## src/hw/rtl/implicit_list_heap_allocator_defines.svh

```systemverilog
// Assertion macros used by the allocator top level.
// The checks compile away when SYNTH is defined.
`ifndef IMPLICIT_LIST_HEAP_ALLOCATOR_DEFINES_SVH
`define IMPLICIT_LIST_HEAP_ALLOCATOR_DEFINES_SVH

`ifndef SYNTH
`define ILHA_ASSERT_SAME(name, clk, rst, ante, cons) \
  name: assert property (@(posedge clk) disable iff (rst) (ante) |-> (cons)) \
    else $error("ilha check failed");
`define ILHA_ASSERT_NEXT(name, clk, rst, ante, cons) \
  name: assert property (@(posedge clk) disable iff (rst) (ante) |=> (cons)) \
    else $error("ilha check failed");
`else
`define ILHA_ASSERT_SAME(name, clk, rst, ante, cons)
`define ILHA_ASSERT_NEXT(name, clk, rst, ante, cons)
`endif

`endif

```

## src/hw/rtl/ilha_pkg.sv

```systemverilog
`timescale 1ns / 1ps

package ilha_pkg;

  localparam int HEAP_BYTES_DEFAULT = 65536;

  localparam int OPC_W   = 2;
  localparam int REQ_W   = 16;
  localparam int ADDR_W  = 16;
  localparam int CHUNK_W = 17;

  localparam logic [CHUNK_W-1:0] CHUNK_RESET = 17'd4096;

  localparam logic [OPC_W-1:0] OP_INIT  = 2'd0;
  localparam logic [OPC_W-1:0] OP_ALLOC = 2'd1;
  localparam logic [OPC_W-1:0] OP_FREE  = 2'd2;

  localparam int MIN_BLOCK     = 16;
  localparam int FIRST_PAYLOAD = 8;
  localparam int PROLOGUE_END  = 16;

  typedef enum logic [4:0] {
    U_IDLE,
    U_ACCEPT,
    U_PRO_PAD,
    U_PRO_HDR,
    U_PRO_FTR,
    U_PRO_EPI,
    U_FF_INIT,
    U_FF_STEP,
    U_NOFIT,
    U_EXT_GROW,
    U_HDR,
    U_FTR,
    U_EPI,
    U_RD_HDR,
    U_RD_PFT,
    U_MG_PREV,
    U_MG_SELF,
    U_MG_PA,
    U_MG_NA,
    U_FREE_SZ,
    U_PLACE,
    U_SPLIT2,
    U_OK,
    U_INIT_OK
  } uop_t;

  typedef enum logic [5:0] {
    S_IDLE,
    S_PRO_PAD,
    S_PRO_HDR,
    S_PRO_FTR,
    S_PRO_EPI,
    S_AL_FF0,
    S_FF_CHK,
    S_FF_STEP,
    S_NOFIT,
    S_EXT_CHK,
    S_EXT_GROW,
    S_EXT_HDR,
    S_EXT_FTR,
    S_EXT_EPI,
    S_MG_RD0,
    S_MG_PREV,
    S_MG_SELF,
    S_MG_PA,
    S_MG_NA,
    S_MG_HDR,
    S_MG_FTR,
    S_PL_RD,
    S_PL_DEC,
    S_PL_HDR,
    S_PL_FTR,
    S_PL_SPLIT,
    S_PL_HDR2,
    S_PL_FTR2,
    S_FR_RD,
    S_FR_SZ,
    S_FR_HDR,
    S_FR_FTR,
    S_FIN_INIT,
    S_FIN_OK,
    S_DONE
  } state_t;

  typedef struct packed {
    uop_t uop;
  } cmd_t;

  typedef struct packed {
    logic initialised;
    logic req_zero;
    logic ff_in;
    logic ff_zero;
    logic ff_hit;
    logic ext_fits;
    logic merge_skip;
    logic split;
  } status_t;

endpackage

```

## src/hw/rtl/ilha_ctrl.sv

```systemverilog
`timescale 1ns / 1ps

module ilha_ctrl (
  input  logic                           clk,
  input  logic                           rst,
  input  logic                           start,
  input  logic [ilha_pkg::OPC_W-1:0]     opcode,
  input  ilha_pkg::status_t              status,
  output ilha_pkg::cmd_t                 cmd,
  output logic                           busy,
  output logic                           done
);

  ilha_pkg::state_t state;
  ilha_pkg::state_t state_next;
  logic [ilha_pkg::OPC_W-1:0] op;
  ilha_pkg::state_t after_merge;

  always_ff @(posedge clk) begin
    if (rst) begin
      state <= ilha_pkg::S_IDLE;
      op    <= ilha_pkg::OP_INIT;
    end else begin
      state <= state_next;
      if (start && !busy) begin
        op <= opcode;
      end
    end
  end

  always_comb begin
    case (op)
      ilha_pkg::OP_INIT:  after_merge = ilha_pkg::S_FIN_INIT;
      ilha_pkg::OP_ALLOC: after_merge = ilha_pkg::S_PL_RD;
      default:            after_merge = ilha_pkg::S_FIN_OK;
    endcase
  end

  // Next state.
  always_comb begin
    state_next = state;
    case (state)
      ilha_pkg::S_IDLE, ilha_pkg::S_DONE: begin
        if (start) begin
          case (opcode)
            ilha_pkg::OP_INIT: state_next = ilha_pkg::S_PRO_PAD;
            ilha_pkg::OP_ALLOC: begin
              state_next = (status.initialised && !status.req_zero) ?
                           ilha_pkg::S_AL_FF0 : ilha_pkg::S_DONE;
            end
            ilha_pkg::OP_FREE: begin
              state_next = status.initialised ? ilha_pkg::S_FR_RD : ilha_pkg::S_DONE;
            end
            default: state_next = ilha_pkg::S_DONE;
          endcase
        end else begin
          state_next = ilha_pkg::S_IDLE;
        end
      end
      ilha_pkg::S_PRO_PAD:  state_next = ilha_pkg::S_PRO_HDR;
      ilha_pkg::S_PRO_HDR:  state_next = ilha_pkg::S_PRO_FTR;
      ilha_pkg::S_PRO_FTR:  state_next = ilha_pkg::S_PRO_EPI;
      ilha_pkg::S_PRO_EPI:  state_next = ilha_pkg::S_EXT_CHK;
      ilha_pkg::S_AL_FF0:   state_next = ilha_pkg::S_FF_CHK;
      ilha_pkg::S_FF_CHK: begin
        state_next = status.ff_in ? ilha_pkg::S_FF_STEP : ilha_pkg::S_NOFIT;
      end
      ilha_pkg::S_FF_STEP: begin
        if (status.ff_zero) begin
          state_next = ilha_pkg::S_NOFIT;
        end else if (status.ff_hit) begin
          state_next = ilha_pkg::S_PL_RD;
        end else begin
          state_next = ilha_pkg::S_FF_CHK;
        end
      end
      ilha_pkg::S_NOFIT:    state_next = ilha_pkg::S_EXT_CHK;
      ilha_pkg::S_EXT_CHK: begin
        state_next = status.ext_fits ? ilha_pkg::S_EXT_GROW : ilha_pkg::S_DONE;
      end
      ilha_pkg::S_EXT_GROW: state_next = ilha_pkg::S_EXT_HDR;
      ilha_pkg::S_EXT_HDR:  state_next = ilha_pkg::S_EXT_FTR;
      ilha_pkg::S_EXT_FTR:  state_next = ilha_pkg::S_EXT_EPI;
      ilha_pkg::S_EXT_EPI:  state_next = ilha_pkg::S_MG_RD0;
      ilha_pkg::S_MG_RD0:   state_next = ilha_pkg::S_MG_PREV;
      ilha_pkg::S_MG_PREV:  state_next = ilha_pkg::S_MG_SELF;
      ilha_pkg::S_MG_SELF:  state_next = ilha_pkg::S_MG_PA;
      ilha_pkg::S_MG_PA:    state_next = ilha_pkg::S_MG_NA;
      ilha_pkg::S_MG_NA: begin
        state_next = status.merge_skip ? after_merge : ilha_pkg::S_MG_HDR;
      end
      ilha_pkg::S_MG_HDR:   state_next = ilha_pkg::S_MG_FTR;
      ilha_pkg::S_MG_FTR:   state_next = after_merge;
      ilha_pkg::S_PL_RD:    state_next = ilha_pkg::S_PL_DEC;
      ilha_pkg::S_PL_DEC:   state_next = ilha_pkg::S_PL_HDR;
      ilha_pkg::S_PL_HDR:   state_next = ilha_pkg::S_PL_FTR;
      ilha_pkg::S_PL_FTR: begin
        state_next = status.split ? ilha_pkg::S_PL_SPLIT : ilha_pkg::S_FIN_OK;
      end
      ilha_pkg::S_PL_SPLIT: state_next = ilha_pkg::S_PL_HDR2;
      ilha_pkg::S_PL_HDR2:  state_next = ilha_pkg::S_PL_FTR2;
      ilha_pkg::S_PL_FTR2:  state_next = ilha_pkg::S_FIN_OK;
      ilha_pkg::S_FR_RD:    state_next = ilha_pkg::S_FR_SZ;
      ilha_pkg::S_FR_SZ:    state_next = ilha_pkg::S_FR_HDR;
      ilha_pkg::S_FR_HDR:   state_next = ilha_pkg::S_FR_FTR;
      ilha_pkg::S_FR_FTR:   state_next = ilha_pkg::S_MG_RD0;
      ilha_pkg::S_FIN_INIT: state_next = ilha_pkg::S_DONE;
      ilha_pkg::S_FIN_OK:   state_next = ilha_pkg::S_DONE;
      default:              state_next = ilha_pkg::S_IDLE;
    endcase
  end

  // Outputs.
  always_comb begin
    cmd.uop = ilha_pkg::U_IDLE;
    case (state)
      ilha_pkg::S_IDLE, ilha_pkg::S_DONE: begin
        cmd.uop = start ? ilha_pkg::U_ACCEPT : ilha_pkg::U_IDLE;
      end
      ilha_pkg::S_PRO_PAD:  cmd.uop = ilha_pkg::U_PRO_PAD;
      ilha_pkg::S_PRO_HDR:  cmd.uop = ilha_pkg::U_PRO_HDR;
      ilha_pkg::S_PRO_FTR:  cmd.uop = ilha_pkg::U_PRO_FTR;
      ilha_pkg::S_PRO_EPI:  cmd.uop = ilha_pkg::U_PRO_EPI;
      ilha_pkg::S_AL_FF0:   cmd.uop = ilha_pkg::U_FF_INIT;
      ilha_pkg::S_FF_CHK: begin
        cmd.uop = status.ff_in ? ilha_pkg::U_RD_HDR : ilha_pkg::U_IDLE;
      end
      ilha_pkg::S_FF_STEP:  cmd.uop = ilha_pkg::U_FF_STEP;
      ilha_pkg::S_NOFIT:    cmd.uop = ilha_pkg::U_NOFIT;
      ilha_pkg::S_EXT_GROW: cmd.uop = ilha_pkg::U_EXT_GROW;
      ilha_pkg::S_EXT_HDR, ilha_pkg::S_MG_HDR, ilha_pkg::S_PL_HDR,
      ilha_pkg::S_PL_HDR2, ilha_pkg::S_FR_HDR: cmd.uop = ilha_pkg::U_HDR;
      ilha_pkg::S_EXT_FTR, ilha_pkg::S_MG_FTR, ilha_pkg::S_PL_FTR,
      ilha_pkg::S_PL_FTR2, ilha_pkg::S_FR_FTR: cmd.uop = ilha_pkg::U_FTR;
      ilha_pkg::S_EXT_EPI:  cmd.uop = ilha_pkg::U_EPI;
      ilha_pkg::S_MG_RD0:   cmd.uop = ilha_pkg::U_RD_PFT;
      ilha_pkg::S_MG_PREV:  cmd.uop = ilha_pkg::U_MG_PREV;
      ilha_pkg::S_MG_SELF:  cmd.uop = ilha_pkg::U_MG_SELF;
      ilha_pkg::S_MG_PA:    cmd.uop = ilha_pkg::U_MG_PA;
      ilha_pkg::S_MG_NA:    cmd.uop = ilha_pkg::U_MG_NA;
      ilha_pkg::S_PL_RD:    cmd.uop = ilha_pkg::U_RD_HDR;
      ilha_pkg::S_PL_DEC:   cmd.uop = ilha_pkg::U_PLACE;
      ilha_pkg::S_PL_SPLIT: cmd.uop = ilha_pkg::U_SPLIT2;
      ilha_pkg::S_FR_RD:    cmd.uop = ilha_pkg::U_RD_HDR;
      ilha_pkg::S_FR_SZ:    cmd.uop = ilha_pkg::U_FREE_SZ;
      ilha_pkg::S_FIN_INIT: cmd.uop = ilha_pkg::U_INIT_OK;
      ilha_pkg::S_FIN_OK:   cmd.uop = ilha_pkg::U_OK;
      default:              cmd.uop = ilha_pkg::U_IDLE;
    endcase
  end

  assign busy = !(state inside {ilha_pkg::S_IDLE, ilha_pkg::S_DONE});
  assign done = (state == ilha_pkg::S_DONE);

endmodule

```

## config.mk

```make
export PLATFORM = sky130hd
export DESIGN_NAME = ilha_ctrl
export DESIGN_NICKNAME = d
export VERILOG_FILES = /design/src/hw/rtl/implicit_list_heap_allocator_defines.svh /design/src/hw/rtl/ilha_pkg.sv /design/src/hw/rtl/ilha_ctrl.sv
export SDC_FILE = /design/constraint.sdc
export NUM_CORES = 1
export LEC_CHECK = 0
export BUFFER_PORTS_ARGS = -buffer_cell sky130_fd_sc_hd__buf_4
export CAP_MARGIN = 10
export CORE_ASPECT_RATIO = 0.7
export CORE_MARGIN = 1.5
export CORE_UTILIZATION = 25
export DETAILED_ROUTE_END_ITERATION = 8
export PLACE_DENSITY = 0.45
export RECOVER_POWER = 100
export SLEW_MARGIN = 20
export SYNTH_ARGS = -nofsm -noshare
export SYNTH_HDL_FRONTEND = slang
export SYNTH_SLANG_ARGS = --single-unit
```

## constraint.sdc

```tcl
create_clock -name clk -period 4.55 [get_ports clk]
set_input_delay 0.91 -clock clk [delete_from_list [all_inputs] [get_ports clk]]
set_output_delay 0.91 -clock clk [all_outputs]
set_load 0.01 [all_outputs]
```

==> impl_metrics.xml <==
<?xml version="1.0" encoding="UTF-8"?>
<metrics>
  <group name="worst_hold_path">
    <metric name="cells_on_worst_hold_path" unit="">2</metric>
    <metric name="worst_hold_path.endpoint" unit="">op[0]$_SDFFE_PP0P_</metric>
    <metric name="worst_hold_startpoint" unit="">op[0]$_SDFFE_PP0P_</metric>
    <metric name="hold_path_class" unit="">register to register</metric>
  </group>
  <group name="power">
    <metric name="pwr_density_cell" unit="nW/µm²">607</metric>
    <metric name="power_switching" unit="µW">483</metric>
    <metric name="seq_power_share" unit="%">20.7</metric>
    <metric name="cellInternalPower" unit="µW">401</metric>
    <metric name="p_clk_share" unit="%">9.7</metric>
    <metric name="p_comb_share" unit="%">69.6</metric>
    <metric name="p_leak" unit="nW">0.492</metric>
    <metric name="switching_share" unit="%">54.6</metric>
    <metric name="vdd_ir_drop_max" unit="µV">164</metric>
  </group>
  <group name="flow_run">
    <metric name="drv_cap" unit="">0</metric>
  </group>
  <group name="outcome">
    <metric name="run_status" unit="">finished, final reports clean</metric>
  </group>
  <group name="detailed_routing">
    <metric name="drt_pass1_iterations" unit="">4</metric>
    <metric name="postRouteWirelength" unit="µm">4420</metric>
    <metric name="antenna_violating_nets_post_route" unit="">0</metric>
    <metric name="route.detailed.wl_per_inst" unit="µm">16.1</metric>
    <metric name="first_iter_violations" unit="">134</metric>
    <metric name="vias_per_cell" unit="">5.61</metric>
    <metric name="detail_route.drc_violations" unit="">0</metric>
    <metric name="route.vias.total" unit="">1542</metric>
  </group>
  <group name="synth">
    <metric name="post_synth_instance_area" unit="µm²">1260</metric>
    <metric name="synthesized_flop_and_latch_total" unit="">8</metric>
    <metric name="syn_area_per_cell" unit="µm²">6.35</metric>
    <metric name="synth_sequential_area_ratio" unit="%">12.7</metric>
    <metric name="syn_inst" unit="">198</metric>
    <metric name="postSynth.asyncResetShare" unit="%">0</metric>
    <metric name="yosys_most_used_dff" unit="">dfxtp_1</metric>
    <metric name="synth_warnings" unit="">0</metric>
    <metric name="synthesized_nets" unit="">211</metric>
    <metric name="post_synth_num_cell_types" unit="">49</metric>
    <metric name="synth_enable_flop_cells" unit="">0</metric>
  </group>
  <group name="cells_and_area">
    <metric name="finish.net_count" unit="">221</metric>
    <metric name="antenna-diode-count" unit="">0</metric>
    <metric name="post_route_cells_drive_above_1_share" unit="%">11.7</metric>
    <metric name="non_filler_cells_final" unit="">275</metric>
    <metric name="final_core_util" unit="%">30.3</metric>
    <metric name="finish.instance_area" unit="µm²">1460</metric>
    <metric name="area_growth_syn_to_fin" unit="%">15.8</metric>
  </group>
  <group name="placement">
    <metric name="gp_congestion" unit="">0.805</metric>
    <metric name="placed_area" unit="µm²">1440</metric>
    <metric name="dp_hpwl" unit="µm">3290</metric>
    <metric name="io_buffers" unit="">19</metric>
    <metric name="placed_cells" unit="">272</metric>
  </group>
  <group name="timing">
    <metric name="finalHoldViolations" unit="">0</metric>
    <metric name="final_min_period_over_clock_period" unit="%">73.6</metric>
    <metric name="slew_headroom" unit="%">37.6</metric>
    <metric name="timing.final.max_slew_violations" unit="">0</metric>
    <metric name="setup_repair_after_global_routing_missed_its_margin" unit="">no</metric>
    <metric name="skew" unit="ns">0.00252</metric>
    <metric name="final_critical_period" unit="ns">3.35</metric>
    <metric name="setup_violations" unit="">0</metric>
    <metric name="timing.fmax" unit="MHz">299</metric>
    <metric name="worst-slew-pin-transition" unit="ns">0.935</metric>
    <metric name="fin_setup_tns" unit="ns">0</metric>
  </group>
  <group name="cts">
    <metric name="clockRootBuffer" unit="">clkbuf_8</metric>
    <metric name="h-tree-depth" unit="">1</metric>
    <metric name="cts.sinks" unit="">8</metric>
    <metric name="cts_tree" unit="">done</metric>
    <metric name="max-clock-path-buffers" unit="">2</metric>
    <metric name="worst_setup_hold_path_clk_slew" unit="ns">0.04</metric>
    <metric name="insertion_delay" unit="ns">0.23</metric>
    <metric name="cts.hold.buffers_added" unit="">0</metric>
    <metric name="postCtsResizedCells" unit="">0</metric>
    <metric name="cts_inserted_buffers" unit="">3</metric>
    <metric name="post_cts_buffers" unit="">0</metric>
  </group>
  <group name="global_routing">
    <metric name="gr-total-overflow" unit="">0</metric>
    <metric name="vias_in_the_first_global_route" unit="">1276</metric>
    <metric name="initial_antenna_violation_count" unit="">0</metric>
    <metric name="globalRouteTotalUtil" unit="%">16.2</metric>
    <metric name="grt_first_pass_wirelength" unit="µm">6890</metric>
    <metric name="grt_start_max_net_pins" unit="">26</metric>
  </group>
  <group name="worst_setup_path">
    <metric name="setup.worst_path.start" unit="">state[0]$_SDFF_PP0_</metric>
    <metric name="timing.setup.critical_path_class" unit="">register to output port</metric>
    <metric name="reg2reg_setup_slack" unit="ns">1.93</metric>
    <metric name="peak_fanout_along_the_critical_path" unit="">20</metric>
    <metric name="timing.rr.end" unit="">state[1]$_SDFF_PP0_</metric>
    <metric name="crit_path_end_kind" unit="">output port</metric>
    <metric name="timing.reg2reg.worst_path_depth" unit="">6</metric>
    <metric name="critPathArrivalTime" unit="ns">2.44</metric>
    <metric name="critical_path.startpoint_type" unit="">register</metric>
    <metric name="worst_ep_required_time" unit="ns">3.64</metric>
    <metric name="regToRegStartpoint" unit="">state[1]$_SDFF_PP0_</metric>
  </group>
  <group name="floorplan">
    <metric name="ioPinCount" unit="">20</metric>
    <metric name="row_count" unit="">21</metric>
    <metric name="initial_standard_cell_utilization_of_the_core" unit="%">26.2</metric>
    <metric name="die-height" unit="µm">62.3</metric>
    <metric name="die_width" unit="µm">87.8</metric>
    <metric name="core_area" unit="µm²">4810</metric>
    <metric name="die_area" unit="µm²">5470</metric>
  </group>
</metrics>
-- layer usage --
metal,track usage [%],part of all wire [%],vias to the layer above,wire length (µm)
met1,28.1,51,715,2250
met4,2.78,0.91,0,40
met2,18.8,39,67,1710
met3,3.86,9.4,6,413
met5,0,0,-,0
li1,-,-,754,-
-- layout by cell type, fill, tap and decap left out, types with 2 or more instances in the layout --
cell / n
nand4b_1: 2
a21o_1: 2
a2bb2oi_1: 2
or3_1: 3
xnor2_1: 2
clkbuf_1: 6
dfxtp_1: 8
nor2_1: 18
a21oi_1: 19
nand2_1: 18
nand2b_1: 10
nand3_1: 4
buf_4: 19
a31oi_1: 9
a41oi_1: 2
a211oi_1: 2
nand4_1: 2
o21ai_0: 17
nor3b_1: 2
nor3_1: 6
and2_0: 2
inv_1: 6
clkbuf_8: 3
nor4_1: 3
o2bb2ai_1: 2
o211ai_1: 5
o22ai_1: 2
nor2b_1: 8
a221oi_1: 3
-- how the worst max path moves through the flow --
stage          endpoint  depth (start not counted)
2_1_floorplan    cmd[2]                          5
3_3_place_gp     cmd[0]                          6
3_5_place_dp     cmd[0]                          6
4_1_cts          cmd[0]                          6
5_1_grt          cmd[2]                          5
6_report         cmd[2]                          7
-- final cells by class --
type / instances / area (µm²)
Multi-Input combinational cell: 164 / 981
Fill cell: 563 / 3350
Timing Repair Buffer: 25 / 165
Clock buffer: 3 / 41.3
Tap cell: 69 / 86.3
Sequential cell: 8 / 160
Inverter: 6 / 22.5
-- per-stage QoR --
| stage | power [mW] | setup WS, ns | hold slack (ns) |
|---|---|---|---|
| floorplan | 0.624 | 2.02 | 0.506 |
| global placement | 0.841 | 1.55 | 0.547 |
| detailed placement | 0.826 | 1.59 | 0.547 |
| CTS | 0.917 | 1.33 | 0.552 |
| global route | 0.959 | 1.00 | 0.588 |
| finish | 0.884 | 1.20 | 0.548 |
-- registers in the layout (all words and copies together), names as in the netlist --
name and flops:
state 6, op 2
-- logic make-up (layout without fill, tap and decap cells) --
group | after synthesis | count (layout) | synth area share [%]
simple gates | 85 | 85 | 37.4
compound gates | 75 | 75 | 38.1
buf+inv | 26 | 34 | 8.86
flops | 8 | 8 | 12.7
xor+xnor | 3 | 3 | 2.09
mux | 1 | 1 | 0.796
-- power by group through the flow --
stage	Clock (mW)	Sequential [mW]	Combinational, mW
after floorplan	0	0.108	0.516
after global placement	0	0.184	0.658
after detailed placement	0	0.182	0.644
after CTS	0.0889	0.181	0.647
after global routing	0.0912	0.190	0.678
final	0.0858	0.183	0.615
-- worst max-delay path, cell delays in order (launching register included) --
cell and delay, ns:
dfxtp_1 0.73, clkbuf_1 0.39, nor2b_1 0.16, nand3_1 0.09, o21ai_0 0.14, a2111o_1 0.44, o211ai_1 0.10, clkbuf_1 0.17
-- cells in the mapped netlist (all sizes together) (2+ instances only) --
cell / count / share of area (%)
clkbuf: 6 / 1.8
nor3: 6 / 2.4
xnor2: 2 / 1.4
nand4: 2 / 0.99
a21o: 2 / 1.2
nand2: 18 / 5.4
and2: 2 / 0.99
o22ai: 2 / 0.99
nor2: 18 / 5.4
or3: 3 / 1.9
nor2b: 8 / 4.0
o2bb2ai: 2 / 1.4
nor4b: 2 / 2.6
dfxtp: 8 / 13
nor4: 3 / 1.5
o211ai: 5 / 3.0
nand3: 4 / 1.6
a21oi: 19 / 7.6
buf: 14 / 5.3
nand4b: 2 / 1.4
nor3b: 2 / 1.2
nand2b: 10 / 5.0
a211oi: 2 / 1.2
a221oi: 3 / 2.1
inv: 6 / 1.8
o21ai: 18 / 7.2
a31oi: 9 / 4.5
a41oi: 2 / 1.4
a2bb2oi: 2 / 1.4
(Power assumes the default switching activity.)
